===== src/thc_pkg.sv =====
// Package: shared types, constants and the microcode ROM of the compensation core.
`default_nettype none
package thc_pkg;

  typedef logic [19:0] raw_t;
  typedef logic [31:0] word_t;
  typedef logic [16:0] hum_t;
  typedef logic [5:0]  pc_t;
  typedef logic [3:0]  shamt_t;

  localparam int unsigned CfgDataW = 16;
  localparam int unsigned CfgIdxW  = 4;

  typedef enum logic [CfgIdxW-1:0] {
    CFG_T1    = 4'd0,
    CFG_T2    = 4'd1,
    CFG_T3    = 4'd2,
    CFG_H1_H3 = 4'd3,
    CFG_H2    = 4'd4,
    CFG_H4    = 4'd5,
    CFG_H5    = 4'd6,
    CFG_H6    = 4'd7
  } cfg_idx_t;

  localparam logic CMD_TEMP = 1'b0;
  localparam logic CMD_HUM  = 1'b1;

  localparam word_t HumClampMax = 32'd419430400;

  typedef enum logic [1:0] {
    ALU_MUL = 2'd0,
    ALU_ADD = 2'd1,
    ALU_SUB = 2'd2
  } alu_op_t;

  typedef enum logic [1:0] {
    DST_A = 2'd0,
    DST_B = 2'd1,
    DST_C = 2'd2,
    DST_D = 2'd3
  } dst_t;

  typedef enum logic [4:0] {
    OP_REG_A, OP_REG_B, OP_REG_C, OP_REG_D, OP_FINE,
    OP_RAW_S3, OP_RAW_S4, OP_T1_X2, OP_T1, OP_T2, OP_T3,
    OP_ADC_S14, OP_H4_X20, OP_H1, OP_H2, OP_H3, OP_H5, OP_H6,
    OP_K0, OP_K5, OP_K128, OP_K76800, OP_K16384, OP_K32768,
    OP_K2097152, OP_K8192
  } opnd_t;

  typedef struct packed {
    alu_op_t op;
    dst_t    dst;
    opnd_t   src_a;
    opnd_t   src_b;
    shamt_t  sh;
    logic    wr_fine;
    logic    last;
  } uop_t;

  localparam pc_t TempStart = 6'd0;
  localparam pc_t HumStart  = 6'd11;

  function automatic uop_t mk(input alu_op_t op, input dst_t dst, input opnd_t a,
                              input opnd_t b, input shamt_t sh, input logic wf,
                              input logic last);
    uop_t u;
    u.op      = op;
    u.dst     = dst;
    u.src_a   = a;
    u.src_b   = b;
    u.sh      = sh;
    u.wr_fine = wf;
    u.last    = last;
    return u;
  endfunction

  // Temperature program lives at 0..10, humidity program at 11..32.
  function automatic uop_t ucode(input pc_t pc);
    uop_t u;
    case (pc)
      6'd0:  u = mk(ALU_SUB, DST_A, OP_RAW_S3, OP_T1_X2,    4'd0,  1'b0, 1'b0);
      6'd1:  u = mk(ALU_MUL, DST_A, OP_REG_A,  OP_T2,       4'd0,  1'b0, 1'b0);
      6'd2:  u = mk(ALU_ADD, DST_A, OP_REG_A,  OP_K0,       4'd11, 1'b0, 1'b0);
      6'd3:  u = mk(ALU_SUB, DST_B, OP_RAW_S4, OP_T1,       4'd0,  1'b0, 1'b0);
      6'd4:  u = mk(ALU_MUL, DST_B, OP_REG_B,  OP_REG_B,    4'd0,  1'b0, 1'b0);
      6'd5:  u = mk(ALU_ADD, DST_B, OP_REG_B,  OP_K0,       4'd12, 1'b0, 1'b0);
      6'd6:  u = mk(ALU_MUL, DST_B, OP_REG_B,  OP_T3,       4'd0,  1'b0, 1'b0);
      6'd7:  u = mk(ALU_ADD, DST_B, OP_REG_B,  OP_K0,       4'd14, 1'b0, 1'b0);
      6'd8:  u = mk(ALU_ADD, DST_A, OP_REG_A,  OP_REG_B,    4'd0,  1'b1, 1'b0);
      6'd9:  u = mk(ALU_MUL, DST_A, OP_REG_A,  OP_K5,       4'd0,  1'b0, 1'b0);
      6'd10: u = mk(ALU_ADD, DST_A, OP_REG_A,  OP_K128,     4'd8,  1'b0, 1'b1);
      6'd11: u = mk(ALU_SUB, DST_C, OP_FINE,   OP_K76800,   4'd0,  1'b0, 1'b0);
      6'd12: u = mk(ALU_MUL, DST_A, OP_H5,     OP_REG_C,    4'd0,  1'b0, 1'b0);
      6'd13: u = mk(ALU_SUB, DST_A, OP_ADC_S14, OP_REG_A,   4'd0,  1'b0, 1'b0);
      6'd14: u = mk(ALU_SUB, DST_A, OP_REG_A,  OP_H4_X20,   4'd0,  1'b0, 1'b0);
      6'd15: u = mk(ALU_ADD, DST_A, OP_REG_A,  OP_K16384,   4'd15, 1'b0, 1'b0);
      6'd16: u = mk(ALU_MUL, DST_B, OP_REG_C,  OP_H6,       4'd0,  1'b0, 1'b0);
      6'd17: u = mk(ALU_ADD, DST_B, OP_REG_B,  OP_K0,       4'd10, 1'b0, 1'b0);
      6'd18: u = mk(ALU_MUL, DST_D, OP_REG_C,  OP_H3,       4'd0,  1'b0, 1'b0);
      6'd19: u = mk(ALU_ADD, DST_D, OP_REG_D,  OP_K0,       4'd11, 1'b0, 1'b0);
      6'd20: u = mk(ALU_ADD, DST_D, OP_REG_D,  OP_K32768,   4'd0,  1'b0, 1'b0);
      6'd21: u = mk(ALU_MUL, DST_B, OP_REG_B,  OP_REG_D,    4'd0,  1'b0, 1'b0);
      6'd22: u = mk(ALU_ADD, DST_B, OP_REG_B,  OP_K0,       4'd10, 1'b0, 1'b0);
      6'd23: u = mk(ALU_ADD, DST_B, OP_REG_B,  OP_K2097152, 4'd0,  1'b0, 1'b0);
      6'd24: u = mk(ALU_MUL, DST_B, OP_REG_B,  OP_H2,       4'd0,  1'b0, 1'b0);
      6'd25: u = mk(ALU_ADD, DST_B, OP_REG_B,  OP_K8192,    4'd14, 1'b0, 1'b0);
      6'd26: u = mk(ALU_MUL, DST_A, OP_REG_A,  OP_REG_B,    4'd0,  1'b0, 1'b0);
      6'd27: u = mk(ALU_ADD, DST_B, OP_REG_A,  OP_K0,       4'd15, 1'b0, 1'b0);
      6'd28: u = mk(ALU_MUL, DST_B, OP_REG_B,  OP_REG_B,    4'd0,  1'b0, 1'b0);
      6'd29: u = mk(ALU_ADD, DST_B, OP_REG_B,  OP_K0,       4'd7,  1'b0, 1'b0);
      6'd30: u = mk(ALU_MUL, DST_B, OP_REG_B,  OP_H1,       4'd0,  1'b0, 1'b0);
      6'd31: u = mk(ALU_ADD, DST_B, OP_REG_B,  OP_K0,       4'd4,  1'b0, 1'b0);
      6'd32: u = mk(ALU_SUB, DST_A, OP_REG_A,  OP_REG_B,    4'd0,  1'b0, 1'b1);
      default: u = mk(ALU_ADD, DST_D, OP_K0, OP_K0, 4'd0, 1'b0, 1'b1);
    endcase
    return u;
  endfunction

endpackage
`default_nettype wire


===== src/thc_if.sv =====
// Interfaces: sample input channel and compensated result channel.
`default_nettype none
interface thc_in_if;
  logic            valid;
  logic            ready;
  logic            command;
  thc_pkg::raw_t   raw_sample;

  modport source (output valid, output command, output raw_sample, input ready);
  modport sink   (input valid, input command, input raw_sample, output ready);
endinterface

interface thc_out_if;
  logic            valid;
  logic            ready;
  logic            result_kind;
  thc_pkg::word_t  temperature_centi;
  thc_pkg::hum_t   humidity_q10;

  modport source (output valid, output result_kind, output temperature_centi,
                  output humidity_q10, input ready);
  modport sink   (input valid, input result_kind, input temperature_centi,
                  input humidity_q10, output ready);
endinterface
`default_nettype wire


===== src/thc_alu.sv =====
// Shared arithmetic unit: 32-bit wrapping multiply, or add/subtract followed by an arithmetic shift.
`default_nettype none
module thc_alu (
  input  thc_pkg::alu_op_t op,
  input  thc_pkg::word_t   a,
  input  thc_pkg::word_t   b,
  input  thc_pkg::shamt_t  sh,
  output thc_pkg::word_t   y
);
  import thc_pkg::*;

  word_t prod;
  word_t sum;

  assign prod = a * b;
  assign sum  = (op == ALU_SUB) ? (a - b) : (a + b);

  always_comb begin
    case (op)
      ALU_MUL: y = prod;
      ALU_ADD, ALU_SUB: y = word_t'($signed(sum) >>> sh);
      default: y = prod;
    endcase
  end

endmodule
`default_nettype wire


===== src/thc_seq.sv =====
// Sequencer: program counter that steps through the microcode of one sample.
`default_nettype none
module thc_seq (
  input  logic          clk,
  input  logic          rst_n,
  input  logic          start,
  input  logic          cmd,
  input  logic          advance,
  output thc_pkg::uop_t uop
);
  import thc_pkg::*;

  pc_t pc_r;
  pc_t pc_nxt;

  always_comb begin
    pc_nxt = pc_r;
    if (start) begin
      pc_nxt = (cmd == CMD_HUM) ? HumStart : TempStart;
    end else if (advance && !uop.last) begin
      pc_nxt = pc_r + 6'd1;
    end
  end

  always_ff @(posedge clk) begin
    if (!rst_n) begin
      pc_r <= TempStart;
    end else begin
      pc_r <= pc_nxt;
    end
  end

  assign uop = ucode(pc_r);

endmodule
`default_nettype wire


===== src/temp_humidity_compensation_core.sv =====
// Top level: integer temperature and humidity compensation with a shared multiply/add unit.
//
//  Channel  Direction  Handshake             Contents
//  in_chan  input      valid/ready           command, raw_sample
//  out_chan output     valid/ready           result_kind, temperature_centi, humidity_q10
//  cfg_*    input      write enable only     cfg_index, cfg_wdata (calibration coefficients)
//
// A temperature word runs the temperature microcode program and a humidity word the
// humidity program once it is accepted; the multiply/add unit carries out one step per
// cycle, except that the last step holds while the output register cannot take it.
// Reset (synchronous, active low) clears the coefficients, the fine temperature, the
// sequencer and the result valid flag.
// in_chan.ready is high whenever no word is being worked on, even while the previous
// result still waits in the output register. A finished word whose result cannot be
// stored yet holds on its last step until out_chan.ready frees the output register.
`default_nettype none
module temp_humidity_compensation_core (
  input  logic                             clk,
  input  logic                             rst_n,
  thc_in_if.sink                           in_chan,
  thc_out_if.source                        out_chan,
  input  logic                             cfg_we,
  input  logic [thc_pkg::CfgIdxW-1:0]      cfg_index,
  input  logic [thc_pkg::CfgDataW-1:0]     cfg_wdata
);
  import thc_pkg::*;

  typedef enum logic {
    ST_IDLE,
    ST_RUN
  } state_t;

  // Calibration coefficients, stored at their natural widths.
  logic [15:0] cal_t1_r;
  logic [15:0] cal_t2_r;
  logic [15:0] cal_t3_r;
  logic [15:0] cal_h1_h3_r;
  logic [15:0] cal_h2_r;
  logic [11:0] cal_h4_r;
  logic [11:0] cal_h5_r;
  logic [7:0]  cal_h6_r;

  always_ff @(posedge clk) begin
    if (!rst_n) begin
      cal_t1_r    <= '0;
      cal_t2_r    <= '0;
      cal_t3_r    <= '0;
      cal_h1_h3_r <= '0;
      cal_h2_r    <= '0;
      cal_h4_r    <= '0;
      cal_h5_r    <= '0;
      cal_h6_r    <= '0;
    end else if (cfg_we) begin
      case (cfg_index)
        CFG_T1:    cal_t1_r    <= cfg_wdata;
        CFG_T2:    cal_t2_r    <= cfg_wdata;
        CFG_T3:    cal_t3_r    <= cfg_wdata;
        CFG_H1_H3: cal_h1_h3_r <= cfg_wdata;
        CFG_H2:    cal_h2_r    <= cfg_wdata;
        CFG_H4:    cal_h4_r    <= cfg_wdata[11:0];
        CFG_H5:    cal_h5_r    <= cfg_wdata[11:0];
        CFG_H6:    cal_h6_r    <= cfg_wdata[7:0];
        default: ; // indexes past the coefficient list are dropped
      endcase
    end
  end

  // Control state, the captured sample and the output register.
  state_t state_r;
  logic   cmd_r;
  raw_t   raw_r;
  logic   out_valid_r;
  logic   out_kind_r;
  word_t  out_temp_r;
  hum_t   out_hum_r;

  uop_t   uop;
  word_t  opa;
  word_t  opb;
  word_t  alu_y;
  logic   in_acc;
  logic   running;
  logic   out_load;
  logic   step_go;
  word_t  hum_clamped;

  assign running  = (state_r == ST_RUN);
  assign in_acc   = in_chan.valid && in_chan.ready;
  // The last step may only retire once the output register can take its result.
  assign out_load = running && uop.last && (!out_valid_r || out_chan.ready);
  assign step_go  = running && (!uop.last || out_load);

  assign in_chan.ready = (state_r == ST_IDLE);

  thc_seq u_seq (
    .clk     (clk),
    .rst_n   (rst_n),
    .start   (in_acc),
    .cmd     (in_chan.command),
    .advance (step_go),
    .uop     (uop)
  );

  // Working registers of the shared unit, and the fine temperature kept across words.
  word_t reg_a_r;
  word_t reg_b_r;
  word_t reg_c_r;
  word_t reg_d_r;
  word_t fine_r;

  always_comb begin
    case (uop.src_a)
      OP_REG_A:    opa = reg_a_r;
      OP_REG_B:    opa = reg_b_r;
      OP_REG_C:    opa = reg_c_r;
      OP_REG_D:    opa = reg_d_r;
      OP_FINE:     opa = fine_r;
      OP_RAW_S3:   opa = {15'd0, raw_r[19:3]};
      OP_RAW_S4:   opa = {16'd0, raw_r[19:4]};
      OP_ADC_S14:  opa = {2'd0, raw_r[15:0], 14'd0};
      OP_H5:       opa = {{20{cal_h5_r[11]}}, cal_h5_r};
      default:     opa = 32'd0;
    endcase
  end

  always_comb begin
    case (uop.src_b)
      OP_REG_A:    opb = reg_a_r;
      OP_REG_B:    opb = reg_b_r;
      OP_REG_C:    opb = reg_c_r;
      OP_REG_D:    opb = reg_d_r;
      OP_T1_X2:    opb = {15'd0, cal_t1_r, 1'b0};
      OP_T1:       opb = {16'd0, cal_t1_r};
      OP_T2:       opb = {{16{cal_t2_r[15]}}, cal_t2_r};
      OP_T3:       opb = {{16{cal_t3_r[15]}}, cal_t3_r};
      OP_H4_X20:   opb = {cal_h4_r, 20'd0};
      OP_H1:       opb = {24'd0, cal_h1_h3_r[7:0]};
      OP_H2:       opb = {{16{cal_h2_r[15]}}, cal_h2_r};
      OP_H3:       opb = {24'd0, cal_h1_h3_r[15:8]};
      OP_H6:       opb = {{24{cal_h6_r[7]}}, cal_h6_r};
      OP_K5:       opb = 32'd5;
      OP_K128:     opb = 32'd128;
      OP_K76800:   opb = 32'd76800;
      OP_K16384:   opb = 32'd16384;
      OP_K32768:   opb = 32'd32768;
      OP_K2097152: opb = 32'd2097152;
      OP_K8192:    opb = 32'd8192;
      default:     opb = 32'd0;
    endcase
  end

  thc_alu u_alu (
    .op (uop.op),
    .a  (opa),
    .b  (opb),
    .sh (uop.sh),
    .y  (alu_y)
  );

  always_ff @(posedge clk) begin
    if (step_go) begin
      case (uop.dst)
        DST_A:   reg_a_r <= alu_y;
        DST_B:   reg_b_r <= alu_y;
        DST_C:   reg_c_r <= alu_y;
        DST_D:   reg_d_r <= alu_y;
        default: reg_a_r <= alu_y;
      endcase
    end
  end

  always_ff @(posedge clk) begin
    if (!rst_n) begin
      fine_r <= '0;
    end else if (step_go && uop.wr_fine) begin
      fine_r <= alu_y;
    end
  end

  // Humidity intermediate: negative becomes zero, large values saturate at 100 percent.
  always_comb begin
    if (alu_y[31]) begin
      hum_clamped = 32'd0;
    end else if (alu_y > HumClampMax) begin
      hum_clamped = HumClampMax;
    end else begin
      hum_clamped = alu_y;
    end
  end

  always_ff @(posedge clk) begin
    if (!rst_n) begin
      state_r     <= ST_IDLE;
      out_valid_r <= 1'b0;
    end else begin
      case (state_r)
        ST_IDLE: begin
          if (in_acc) begin
            state_r <= ST_RUN;
            cmd_r   <= in_chan.command;
            raw_r   <= in_chan.raw_sample;
          end
        end
        ST_RUN: begin
          if (out_load) begin
            state_r <= ST_IDLE;
          end
        end
        default: state_r <= ST_IDLE;
      endcase

      if (out_load) begin
        out_valid_r <= 1'b1;
        out_kind_r  <= cmd_r;
        out_temp_r  <= (cmd_r == CMD_TEMP) ? alu_y : 32'd0;
        out_hum_r   <= (cmd_r == CMD_HUM) ? hum_clamped[28:12] : 17'd0;
      end else if (out_chan.ready) begin
        out_valid_r <= 1'b0;
      end
    end
  end

  assign out_chan.valid             = out_valid_r;
  assign out_chan.result_kind       = out_kind_r;
  assign out_chan.temperature_centi = out_temp_r;
  assign out_chan.humidity_q10      = out_hum_r;

  // A word accepted from the input always starts the sequencer on the next cycle.
  a_accept_runs : assert property (@(posedge clk) disable iff (!rst_n)
    in_acc |=> running)
    else $error("accepted word did not start the sequencer");

  // A result only appears at the end of a run.
  a_result_from_run : assert property (@(posedge clk) disable iff (!rst_n)
    $rose(out_valid_r) |-> $past(running))
    else $error("result appeared without a run");

  // Humidity never exceeds 100 percent in Q10.
  a_hum_range : assert property (@(posedge clk) disable iff (!rst_n)
    (out_valid_r && out_kind_r == CMD_HUM) |-> (out_hum_r <= 17'd102400))
    else $error("humidity result out of range");

  // The field that does not belong to the result kind is zero.
  a_unused_zero : assert property (@(posedge clk) disable iff (!rst_n)
    out_valid_r |-> ((out_kind_r == CMD_TEMP && out_hum_r == 17'd0) ||
                     (out_kind_r == CMD_HUM && out_temp_r == 32'd0)))
    else $error("unused result field is not zero");

  // The fine temperature changes only while a temperature word runs.
  a_fine_only_temp : assert property (@(posedge clk) disable iff (!rst_n)
    (fine_r != $past(fine_r)) |-> ($past(running) && $past(cmd_r) == CMD_TEMP))
    else $error("fine temperature changed outside a temperature run");

endmodule
`default_nettype wire

===== src/flat_wrapper.sv =====
// flat-port wrapper written by rule: the top's interface ports become plain ports
module temp_humidity_compensation_core_flat import thc_pkg::*;
  (clk, rst_n, cfg_we, cfg_index, cfg_wdata, in_chan_valid, in_chan_command, in_chan_raw_sample, in_chan_ready, out_chan_valid, out_chan_result_kind, out_chan_temperature_centi, out_chan_humidity_q10, out_chan_ready);
  thc_in_if in_chan_i ();
  thc_out_if out_chan_i ();
  input  logic clk;
  input  logic rst_n;
  input  logic cfg_we;
  input  logic [thc_pkg::CfgIdxW-1:0] cfg_index;
  input  logic [thc_pkg::CfgDataW-1:0] cfg_wdata;
  input wire logic [$bits(in_chan_i.valid)-1:0] in_chan_valid;
  input wire logic [$bits(in_chan_i.command)-1:0] in_chan_command;
  input wire logic [$bits(in_chan_i.raw_sample)-1:0] in_chan_raw_sample;
  output wire logic [$bits(in_chan_i.ready)-1:0] in_chan_ready;
  output wire logic [$bits(out_chan_i.valid)-1:0] out_chan_valid;
  output wire logic [$bits(out_chan_i.result_kind)-1:0] out_chan_result_kind;
  output wire logic [$bits(out_chan_i.temperature_centi)-1:0] out_chan_temperature_centi;
  output wire logic [$bits(out_chan_i.humidity_q10)-1:0] out_chan_humidity_q10;
  input wire logic [$bits(out_chan_i.ready)-1:0] out_chan_ready;
  assign in_chan_i.valid = in_chan_valid;
  assign in_chan_i.command = in_chan_command;
  assign in_chan_i.raw_sample = in_chan_raw_sample;
  assign in_chan_ready = in_chan_i.ready;
  assign out_chan_valid = out_chan_i.valid;
  assign out_chan_result_kind = out_chan_i.result_kind;
  assign out_chan_temperature_centi = out_chan_i.temperature_centi;
  assign out_chan_humidity_q10 = out_chan_i.humidity_q10;
  assign out_chan_i.ready = out_chan_ready;
  temp_humidity_compensation_core u_core (.clk(clk), .rst_n(rst_n), .in_chan(in_chan_i), .out_chan(out_chan_i), .cfg_we(cfg_we), .cfg_index(cfg_index), .cfg_wdata(cfg_wdata));
endmodule

===== config.mk =====
export PLATFORM = sky130hd
export DESIGN_NAME = temp_humidity_compensation_core_flat
export DESIGN_NICKNAME = d
export VERILOG_FILES = /design/src/thc_pkg.sv /design/src/thc_if.sv /design/src/thc_alu.sv /design/src/thc_seq.sv /design/src/temp_humidity_compensation_core.sv /design/src/flat_wrapper.sv
export SDC_FILE = /design/constraint.sdc
export NUM_CORES = 2
export LEC_CHECK = 0
export ABC_AREA = 0
export BUFFER_PORTS_ARGS = -buffer_cell sky130_fd_sc_hd__clkbuf_2
export CORE_ASPECT_RATIO = 2
export CORE_UTILIZATION = 50
export CTS_CLUSTER_DIAMETER = 150
export DETAILED_ROUTE_END_ITERATION = 8
export PLACE_DENSITY = 0.77
export SETUP_SLACK_MARGIN = 0.15
export SLEW_MARGIN = 20
export SYNTH_ARGS = -nofsm -noshare
export SYNTH_HDL_FRONTEND = slang
export SYNTH_SLANG_ARGS = --single-unit
export TNS_END_PERCENT = 100

===== constraint.sdc =====
create_clock -name clk -period 10.95 [get_ports clk]
set_input_delay 1.095 -clock clk [delete_from_list [all_inputs] [get_ports clk]]
set_output_delay 1.095 -clock clk [all_outputs]
set_load 0.05 [all_outputs]

==> key figures <==
Logic synthesis
  • Syn_area_per_cell: 8.76 sq um
  • Simple-gate area share of the yosys netlist: 18.6%
  • Seq/Total Area, Yosys: 24.8%
  • Post-Syn Area: 0.0380 sq mm
  • Adder-Cell Fraction of Synth Area: 27.0%
  • Top cells by count, synth: inv_1 (539), nor2_1 (538), nand2_1 (505)
  • Xor/xnor share of the synthesized area: 3.22%
  • Largest family of logic cells by synthesized area: adder cells
  • Share of flip-flops with an asynchronous set or reset: 0%
  • Top cells by area, synth: fa_1 (22%), edfxtp_1 (16%), dfxtp_1 (9.1%)
  • Synth area leader: fa_1
  • Post-synth top area share: 21.5%
  • Top-count cell post-synth: inv_1
  • Main synth FF type: edfxtp_1
  • Cells after Synth: 4,339
  • Syn Nets: 4,960
  • Post-synthesis mux area share: 4.67%
  • Yosys Warn Count: 0
  • Synthesized flop and latch total: 371
  • Post-synth EDFFs: 199
  • Compound-cell area share of the yosys netlist: 13.4%
  • Library cells used by synthesis: 104

Floorplan
  • Core Region: 0.0752 sq mm
  • Initial Utilization: 50.6%
  • Row count: 142
  • Die X: 197 microns
  • Die H: 392 microns
  • I/O pins: 98
  • Die ar.: 0.0772 sq mm

Timing
  • Slew Limit Headroom: 9.16%
  • Final worst path period need: 10.70 ns
  • Setup TNS: 0 ns
  • Final period utilization: 97.7%
  • Max frequency: 93.5 MHz
  • Final Worst Setup Slack: 0.252 ns
  • Pins Over Slew Limit: 0
  • Final setup violating endpoints: 0
  • Slew @ Worst Pin: 1.36 ns
  • RSZ-0062 raised after global routing: yes
  • Worst Clk Skew: 0.0257 ns
  • Final hold violation count: 0

Clocking
  • Bufs on Longest Clock Path: 3
  • Worst-path clk slew: 0.08 ns
  • Clk_lat worst skew: 0.63 ns
  • H-Tree Depth: 1
  • CTS Sinks: 371
  • CTS tree: built
  • CTS hold repair buffers: 0
  • Root Buffer: clkbuf_16
  • Total CTS buffers: 27

Global routing
  • Largest net degree at the start of global routing: 80
  • Initial antenna violation count: 7
  • First-pass GRT wire length: 244,000 microns
  • All-Layer GR Usage: 44.8%
  • Vias in the first global route: 36,789
  • Global route total overflow: 0

Drt
  • Final wirelength: 171,000 microns
  • Drt initial violations: 3,426
  • Residual DRC: 0
  • Via count: 35,063
  • Routed Antenna Nets: 0
  • Vias per Instance: 6.47
  • DRT Pass-1 Iters: 6
  • Wirelength per Cell: 31.5 microns

Critical path
  • Reg2Reg Depth: 32
  • Buffers & Inverters on Critical Path: 7
  • Crit-path max FO: 16
  • Worst path most repeated cell: fa_1
  • FF-to-FF End: u_core.out_chan.humidity_q10[9]
  • Worst setup EP type: flop
  • Slowest stage delay, CP: 0.87 ns
  • Cell family with most CP delay: adder cells
  • Critical path class: reg -> reg
  • CP max stage cell: dfxtp_1
  • Register-to-Register Setup Slack: 0.25 ns
  • CP Data Arrival Time: 11.18 ns
  • R2R Path Start: u_core.u_seq.uop[9]
  • WP data required: 11.43 ns
  • Worst Setup Start Kind: flop

Placed design
  • Dpl ws: 0.306 ns
  • HPWL Detailed: 132,000 microns
  • I/O Buffers: 97
  • GPL Wtd Cong: 1.09

Min path
  • Hold Path Class: reg -> reg
  • Hold path depth: 2
  • Worst Hold Path EP: u_core.cal_h1_h3_r[1]
  • Worst Hold Launch: u_core.cal_h1_h3_r[1]

Layout
  • Layout cell share with drive strength beyond 1: 10.7%
  • Multi-input combinational cell area: 0.0256 sq mm
  • Fin nets: 5,013
  • Sequential Area: 0.00942 sq mm
  • Area growth from synthesis to layout: 8.70%
  • FILL cells: 6,958

Flow run
  • Maxcap violations: 0

Run status
  • Status: finished clean
-- cell type report --
class / count / area share [%]
Inverter: 552 / 5.04
Clock buffer: 32 / 1.86
Antenna cell: 1 / 0.00606
Tap cell: 1008 / 3.05
Timing Repair Buffer: 294 / 4.91
Multi-Input combinational cell: 3146 / 61.9
Clock inverter: 18 / 0.388
Sequential cell: 371 / 22.8
-- cell families (layout without fill, tap and decap cells) --
| kind of cell | Yosys count | after routing |
|---|---|---|
| compound gates | 732 | 732 |
| xor+xnor | 134 | 134 |
| fa+ha+maj | 575 | 575 |
| buf+inv | 822 | 896 |
| flops | 371 | 371 |
| mux | 166 | 166 |
| other cells | 0 | 1 |
| simple gates | 1539 | 1539 |
-- worst max-delay path by stage --
stage	to	depth (start not counted)	from
2_1_floorplan	u_core.out_chan.humidity_q10[13]	39	u_core.u_seq.uop[7]
3_3_place_gp	u_core.out_chan.humidity_q10[9]	31	u_core.u_seq.uop[9]
3_5_place_dp	u_core.out_chan.humidity_q10[9]	35	u_core.u_seq.uop[10]
4_1_cts	u_core.out_chan.humidity_q10[9]	33	u_core.u_seq.uop[10]
5_1_grt	u_core.out_chan.humidity_q10[9]	32	u_core.u_seq.uop[11]
6_report	u_core.out_chan.humidity_q10[9]	32	u_core.u_seq.uop[9]
-- routing by layer --
layer / up-vias / wire length (microns) / track usage [%]
met2: 2205 / 83300 / 77.0
met1: 17153 / 48500 / 40.1
li1: 14653 / - / -
met5: - / 43 / 0.130
met4: 8 / 24300 / 51.0
met3: 1044 / 14900 / 10.9
-- worst min-delay path, cell delays in order, from the launching register on --
cell     delay, ns
dfxtp_1       0.31
nand2_1       0.05
a21oi_1       0.05
-- placed cells by master (no fill, tap or decap), types with 80 or more instances in the layout --
master,count
nor2_1,535
edfxtp_1,199
mux2i_1,139
buf_4,191
xnor2_1,97
fa_1,409
nand2_1,505
inv_1,537
nand3_1,80
ha_1,166
dfxtp_1,169
a21oi_1,212
clkbuf_2,97
-- sequential cells by signal, summed over array words and instances, names as in the netlist, 17 cells and up --
name                               cells
u_core.fine_r                         32
u_core.out_chan.humidity_q10          17
u_core.out_chan.temperature_centi     32
u_core.raw_r                          20
u_core.reg_a_r                        32
u_core.reg_b_r                        32
u_core.reg_c_r                        32
u_core.reg_d_r                        32
u_core.u_seq.uop                      20
-- stage by stage --
step | utilization [%] | hold slack, ns | std cells | cell area (sq um)
6_report | 55.0 | 0.457 | 5422 | 41300
3_5_place_dp | 53.6 | 0.447 | 5365 | 40300
3_3_place_gp | 53.6 | 0.442 | 5365 | 40300
5_1_grt | 55.0 | 0.479 | 5422 | 41300
4_1_cts | 54.9 | 0.458 | 5415 | 41200
2_1_floorplan | - | 0.424 | 4339 | 38000
-- timing repair --
item / in CTS / in global routing
resized for setup: 0 / 7
endpoints found under the setup margin: 0 / 23
endpoints found under the hold margin: 0 / 0
setup buffers: 0 / 4
Power is left out: the tool's default activity adds up to more than one toggle a clock period on the data nets, which glitch-free logic cannot reach.
